==> src/design/bb3_pkg.sv <==
// Shared constants, types and helper functions of the 3x3 box blur stream unit.
`default_nettype none

package bb3_pkg;

    // Line store geometry
    localparam int MAX_WIDTH = 512;
    localparam int ADDR_W    = $clog2(MAX_WIDTH);

    // Field and counter widths
    localparam int PIX_W     = 8;
    localparam int COORD_W   = 9;
    localparam int CNT_W     = 10;
    localparam int CFG_W     = 10;
    localparam int CFG_IDX_W = 1;
    localparam int SUM_W     = 12;

    // Configuration register indexes
    localparam logic [CFG_IDX_W-1:0] REG_WIDTH  = 1'b0;
    localparam logic [CFG_IDX_W-1:0] REG_HEIGHT = 1'b1;

    // Dimension limits and reset values
    localparam int DIM_MIN      = 3;
    localparam int WIDTH_RESET  = 512;
    localparam int HEIGHT_RESET = 512;

    // Divide by 9: multiply by ceil(2^16 / 9), exact for sums up to 9 * 255
    localparam int RECIP_W     = 13;
    localparam int RECIP_SHIFT = 16;
    localparam logic [RECIP_W-1:0] RECIP_9 = RECIP_W'(7282);

    // Output queue
    localparam int FIFO_DEPTH = 4;
    localparam int FIFO_PTR_W = $clog2(FIFO_DEPTH);
    localparam int FIFO_CNT_W = $clog2(FIFO_DEPTH + 1);

    // Word in the read stage (memory data arrives during this stage)
    typedef struct packed {
        logic               res;
        logic               last;
        logic [PIX_W-1:0]   pixel;
        logic [ADDR_W-1:0]  idx;
        logic [COORD_W-1:0] row;
        logic [COORD_W-1:0] col;
        logic               fwd_hit;
        logic [PIX_W-1:0]   fwd_top;
        logic [PIX_W-1:0]   fwd_mid;
    } stage_t;

    // Line store write request
    typedef struct packed {
        logic              en;
        logic [ADDR_W-1:0] addr;
        logic [PIX_W-1:0]  older;
        logic [PIX_W-1:0]  newer;
    } wr_t;

    // Window sum with its result tags
    typedef struct packed {
        logic [SUM_W-1:0]   sum;
        logic [COORD_W-1:0] row;
        logic [COORD_W-1:0] col;
        logic               last;
    } sum_t;

    // Finished result word
    typedef struct packed {
        logic [PIX_W-1:0]   blurred;
        logic [COORD_W-1:0] row;
        logic [COORD_W-1:0] col;
        logic               last;
    } result_t;

    // Clamp a configured dimension to DIM_MIN .. MAX_WIDTH
    function automatic logic [CNT_W-1:0] clamp_dim(input logic [CFG_W-1:0] v);
        logic [CNT_W-1:0] r;
        if (32'(v) < DIM_MIN)
            r = CNT_W'(DIM_MIN);
        else if (32'(v) > MAX_WIDTH)
            r = CNT_W'(MAX_WIDTH);
        else
            r = CNT_W'(v);
        return r;
    endfunction

    // Sum of the three pixels of one window column
    function automatic logic [SUM_W-1:0] col_sum(input logic [3*PIX_W-1:0] c);
        return SUM_W'(c[PIX_W-1:0]) + SUM_W'(c[2*PIX_W-1:PIX_W])
             + SUM_W'(c[3*PIX_W-1:2*PIX_W]);
    endfunction

endpackage

`default_nettype wire

==> src/design/bb3_window.sv <==
// Window stage: forward line store data, shift the 3x3 window, sum nine pixels.
`default_nettype none

module bb3_window
(
    input  wire logic                     clk,
    input  wire logic                     rst_n,
    input  wire logic                     s1_valid,
    input  wire bb3_pkg::stage_t          s1,
    input  wire logic [bb3_pkg::PIX_W-1:0] rd_older,
    input  wire logic [bb3_pkg::PIX_W-1:0] rd_newer,
    output bb3_pkg::wr_t                  wr,
    output logic                          s2_valid,
    output bb3_pkg::sum_t                 s2
);
    import bb3_pkg::*;

    logic [3*PIX_W-1:0] win0_reg;
    logic [3*PIX_W-1:0] win1_reg;
    logic [PIX_W-1:0]   top;
    logic [PIX_W-1:0]   mid;
    logic [3*PIX_W-1:0] col_now;
    logic [SUM_W-1:0]   sum_next;
    logic               s2_valid_reg;
    sum_t               s2_reg;

    // Take the previous word's write when it hit the same entry
    always_comb
    begin
        top      = s1.fwd_hit ? s1.fwd_top : rd_older;
        mid      = s1.fwd_hit ? s1.fwd_mid : rd_newer;
        col_now  = {s1.pixel, mid, top};
        sum_next = col_sum(win0_reg) + col_sum(win1_reg) + col_sum(col_now);
    end

    // Shift the column down by one row in the line stores
    always_comb
    begin
        wr.en    = s1_valid;
        wr.addr  = s1.idx;
        wr.older = mid;
        wr.newer = s1.pixel;
    end

    // Advance the window by one column
    always_ff @(posedge clk or negedge rst_n)
    begin
        if (!rst_n)
        begin
            win0_reg <= '0;
            win1_reg <= '0;
        end
        else if (s1_valid)
        begin
            win0_reg <= win1_reg;
            win1_reg <= col_now;
        end
    end

    // Hold the sum for the divide stage
    always_ff @(posedge clk or negedge rst_n)
    begin
        if (!rst_n)
            s2_valid_reg <= 1'b0;
        else
            s2_valid_reg <= s1_valid && s1.res;
    end

    always_ff @(posedge clk)
    begin
        if (s1_valid && s1.res)
        begin
            s2_reg.sum  <= sum_next;
            s2_reg.row  <= s1.row;
            s2_reg.col  <= s1.col;
            s2_reg.last <= s1.last;
        end
    end

    assign s2_valid = s2_valid_reg;
    assign s2       = s2_reg;

endmodule

`default_nettype wire

==> config.mk <==
export PLATFORM = sky130hd
export DESIGN_NAME = bb3_window
export DESIGN_NICKNAME = d
export VERILOG_FILES = /design/src/design/bb3_pkg.sv /design/src/design/bb3_window.sv
export SDC_FILE = /design/constraint.sdc
export NUM_CORES = 1
export LEC_CHECK = 0
export ABC_CLOCK_PERIOD_IN_PS = 7530
export BUFFER_PORTS_ARGS = -buffer_cell sky130_fd_sc_hd__buf_2
export CORE_MARGIN = 3
export CORE_UTILIZATION = 23
export DETAILED_ROUTE_END_ITERATION = 16
export SLEW_MARGIN = 20
export SYNTH_ARGS = -nofsm -noshare
export SYNTH_HDL_FRONTEND = slang
export SYNTH_SLANG_ARGS = --single-unit
==> constraint.sdc <==
create_clock -name clk -period 7.53 [get_ports clk]
set_input_delay 1.1295 -clock clk [delete_from_list [all_inputs] [get_ports clk]]
set_output_delay 1.1295 -clock clk [all_outputs]
set_load 0.1 [all_outputs]
; ---- Word level (Yosys, flattened, before mapping)
; Cells that the tools add are included.
; W data, S select, Z words.
[totals]
input_bits = 73
ff_bits = 80
output_inout_bits = 58
word_cells = 18
[classes]
muxes = 2
reduce_logical = 1
n_addsub = 8
[op_table]
columns = cell, count
row1 = $add A9 B8 Y10, 3
row2 = $add A8 B8 Y9, 3
row3 = $mux W8, 2
row4 = $add A11 B10 Y12, 1
row5 = $add A10 B10 Y11, 1
row6 = $logic_and A1 B1 Y1, 1

; ---- Logic depth before layout (Yosys ltp)
[depth]
ltp_word = 4
depth_mapped = 18
ltp_nobuf = 17

; ---- Worst setup path after synthesis
; Ideal clock, no wire load.
[synth_timing]
path_type = input -> register
startpoint = in s1[16] (netlist name)
endpoint = reg s2_reg (netlist bit s2[29]), data pin
cell_stages = 16
setup_time_ns = 0.258
setup_slack_ns = 2.147
t_arrival_ns = 5.125
required_ns = 7.272
path_cell_list = buf_6 -> mux2_2 -> fa_1 -> fa_1 -> fa_1 -> inv_1 -> fa_1 -> inv_1 -> ha_1 -> inv_1 -> fa_1 -> nor2b_4 -> o21bai_1 -> a21boi_1 -> o41a_1 -> xor2_1
[synth_rtl]
columns = element, line
row1 = start: declaration, bb3_window.sv:9  ; input wire bb3_pkg::stage_t s1,
row2 = end: declaration, bb3_window.sv:25  ; sum_t s2_reg;

; ---- Worst setup path after layout
[layout_timing]
startpoint = in s1[16] (netlist name)
endpoint = reg s2_reg (netlist bit s2[29]), data pin
[layout_via]
elab_chain_cells = 4
elab_cells_between_ends = 5
cone_classes = 3 x add/sub / 2 x mux
[layout_rtl]
columns = element, line
row1 = "$mux W8, on equally long branches", "bb3_window.sv:30, bb3_window.sv:31"
row2 = $add A8 B8 Y9 (*), bb3_pkg.sv:88  ; return SUM_W'(c[PIX_W-1:0]) + SUM_W'(c[2*PIX_W-1:PIX_W])
row3 = $add A9 B8 Y10 (*), bb3_pkg.sv:89  ; + SUM_W'(c[3*PIX_W-1:2*PIX_W]);
row4 = $add A11 B10 Y12 (*), bb3_window.sv:33  ; sum_next = col_sum(win0_reg) + col_sum(win1_reg) + col_sum(col_now);
row5 = named net sum_next[10], bb3_window.sv:23  ; logic [SUM_W-1:0] sum_next;
; Mark *: on every way through the listed nets, which the timed path passes. The rest lies on a longest branch.
; A chain may end at the register's enable or synchronous reset.

==> metrics.md <==
| Metric | Value |
|---|---|
| Final Max Slew Viols | 0 |
| Post-route clock skew | 0.0104 ns |
| Via count | 2728 |
| Nets | 590 |
| Final period utilization | 70.8% |
| Final hold vios | 0 |
| First-pass GRT wire length | 14.6 mm |
| Worst skew pair latency | 0.35 ns |
| Worst Hold Slack | 0.535 ns |
| Final Setup Violations | 0 |
| WL/cell | 12.7 um |
| Simple-Gate Fraction of Synth Area | 2.36% |
| Rel. slew slack | 52.9% |
| Seq cells post-synth | 80 |
| Buffers and inverters on the worst path | 4 |
| CTS root buf | clkbuf_16 |
| I/O pin count | 131 |
| HPWL Detailed | 7.31 mm |
| H-tree levels | 3 |
| Post-Syn Area | 4770 um^2 |
| Synth Area in Compound Gates | 3.54% |
| Critical path launch point type | input port |
| Commonest non-fill, non-tap cell in the layout | buf_2 |
| Max cap viols | 0 |
| Share of cells above drive strength 1 | just under 40% |
| Clock transition at path regs | roughly 0.060 ns |
| Residual DRC | 0 |
| Syn_area_per_cell | between 10 and 15 um^2 |
| Crit path max-delay family | adder cells |
| Fillers | between 2k and 2.5k |
| Fin cells | about 730 |
| CP Class | input port to flip-flop |
| Syn nets | 491 |
| Dpl cells | between 700 and 800 |
| Post-Syn Instances | 351 |
| Layout area overhead | 21.5% |
| Vias per Instance | around 3.8 |
| Diode count | 0 |
| Antenna viol nets, final | 0 |
| F_max | between 150 and 200 MHz |
| Post-Synth XOR/XNOR Area | 1.29% |
| Final setup TNS | 0 ns |
| Outcome | finished clean |
| # port buffers | 112 |
| Unrepaired setup endpoints after global routing | false |
| YS warnings | 0 |
| Largest family of logic cells by synthesized area | adder cells |
| DRT iter0 DRCs | 59 |
| Most frequent CP cell | fa_1 |
| Largest net degree at the start of global routing | 64 |
| CTS tree | built |
| Slew @ Worst Pin | 0.707 ns |
| Die area | 22500 um^2 |
| Unique masters post-synth | 34 |
| Crit path arrival time | 5.43 ns |
| CP max stage cell | fa_1 |
| Vias in the first global route | 2862 |
| CTS resizes | 0 |
| CTS buffer count | 9 |
| Largest register FFs | 31 |
| Fin crit period | 5.33 ns |
| Critical path capture point type | flip-flop |
| Post-layout instance area | 5800 um^2 |
| Routability cong. | about 0.7 |
| CP peak stage delay | 0.57 ns |
| Highest fanout seen on the critical path | 16 |
| Most frequent cells in the layout | buf_2, inv_1, fa_1 |
| Num rows | 52 |
| Hold buffer count at cts | 0 |
| Die W | 150 um |
| CTS Sinks | 80 |
| CTS max path bufs | 2 |
| Total track usage | 8.58% |
| Proportion of synthesized area in mux cells | 12.1% |
| Min-Delay Path Class | flip-flop to flip-flop |
| Critical path, cell by cell | buf_2 -> mux2_2 -> fa_1 -> fa_1 -> fa_1 -> inv_1 -> fa_1 -> inv_1 -> ha_1 -> inv_1 -> fa_1 -> nor2b_4 -> o21bai_1 -> a21boi_1 -> o41a_1 -> xor2_1 |
| Register area share after synthesis | 45.2% |
| Die Y-Extent | between 150 and 200 um |
| Setup Fix Bufs, Post-CTS | 0 |
| Worst path required time | ~7.6 ns |
| Core ar. | a little over 20000 um^2 |
| Post-DP Area | 5500 um^2 |
| WL final | just over 9 mm |
| Synth Area in Adders | 26.1% |
| Initial Util | 23.5% |
| Grt total ovfl | 0 |
| Initial DRT Pass Iterations | 4 |
| Initial antenna violation count | 0 |
==> worst register-to-register path, stage by stage, from the launching register on <==
cell      delay [ns]
dfrtp_1         0.34
inv_1           0.06
fa_1            0.48
inv_1           0.06
fa_1            0.50
fa_1            0.55
inv_1           0.06
fa_1            0.53
inv_1           0.04
ha_1            0.20
inv_1           0.07
fa_1            0.25
nor2b_4         0.06
o21bai_1        0.12
a21boi_1        0.11
o41a_1          0.33
xor2_1          0.14
==> final timing paths <==
| path | start | depth (start not counted) | slack (ns) | end |
|---|---|---|---|---|
| worst max-delay path | s1[16] | 16 | 2.20 | s2[29] |
| worst min-delay path | win0_reg[0] | 1 | 0.54 | win0_reg[0] |
| worst max register to register | win0_reg[2] | 16 | 3.40 | s2[29] |
| worst min register to register | win0_reg[0] | 1 | 0.54 | win0_reg[0] |
| max in group asynchronous | rst_n | 2 | 6.20 | win1_reg[15] |
| min in group asynchronous | rst_n | 2 | 0.88 | s2_valid |
==> cells by family (layout without fill, tap and decap cells) <==
| kind of cell | after synthesis | after routing |
|---|---|---|
| XOR/XNOR | 7 | 7 |
| buffers and inverters | 96 | 200 |
| flip-flops | 80 | 80 |
| multiplexers | 50 | 50 |
| AO/OA/AOI/OAI | 26 | 26 |
| adder cells (fa/ha/maj) | 67 | 67 |
| AND/OR/NAND/NOR | 25 | 25 |
==> metal layers <==
| layer | part of all wire, % | global-route usage, % | vias to the layer above |
|---|---|---|---|
| met5 | 0 | 0 | - |
| met4 | 1.3 | 2.65 | 0 |
| met3 | 5.9 | 2.82 | 10 |
| met2 | 51 | 14.8 | 78 |
| met1 | 42 | 10.2 | 1340 |
| li1 | - | - | 1300 |
==> synth_stat cells (all sizes together) <==
cell    instances  area share [%]
ha             13             3.4
inv            69             5.4
a31oi           1            0.13
nor2           11            0.87
clkbuf          2            0.16
edfxtp         31              20
xor2            2            0.37
a21o            2            0.34
xnor2           5            0.92
nor4            1            0.13
a21boi          1            0.16
nor2b           1            0.29
o41a            1            0.24
nand2          10            0.84
o21ai           8            0.92
mux2           43              11
o31a            1            0.18
and2            1            0.13
nor3            1            0.10
mux2i           7             1.5
buf            25             3.8
dfrtp          49              26
o31ai           1            0.16
fa             54              23
o21bai          1            0.16
a21oi           9             1.1
o21a            1            0.16
==> per-stage QoR <==
stage | util (%) | setup slack (ns)
after CTS | 28.6 | 2.17
final | 28.6 | 2.20
after global routing | 28.6 | 2.04
after detailed placement | 27.1 | 1.81
after floorplan | - | 2.15
after global placement | 27.1 | 1.87
==> final cells by class <==
cell class                 count  area, um^2  area share (%)
clock buffer                  10         229            3.95
clock inverter                 6        67.6            1.17
inverter                      69         259            4.47
multi-input combinational    175        2160            37.3
sequential                    80        2160            37.2
tap                          270         338            5.83
timing repair buffer         115         583            10.1
Power is not shown: default switching activity piles up to over one toggle a cycle in this logic, so the estimate is an artifact.
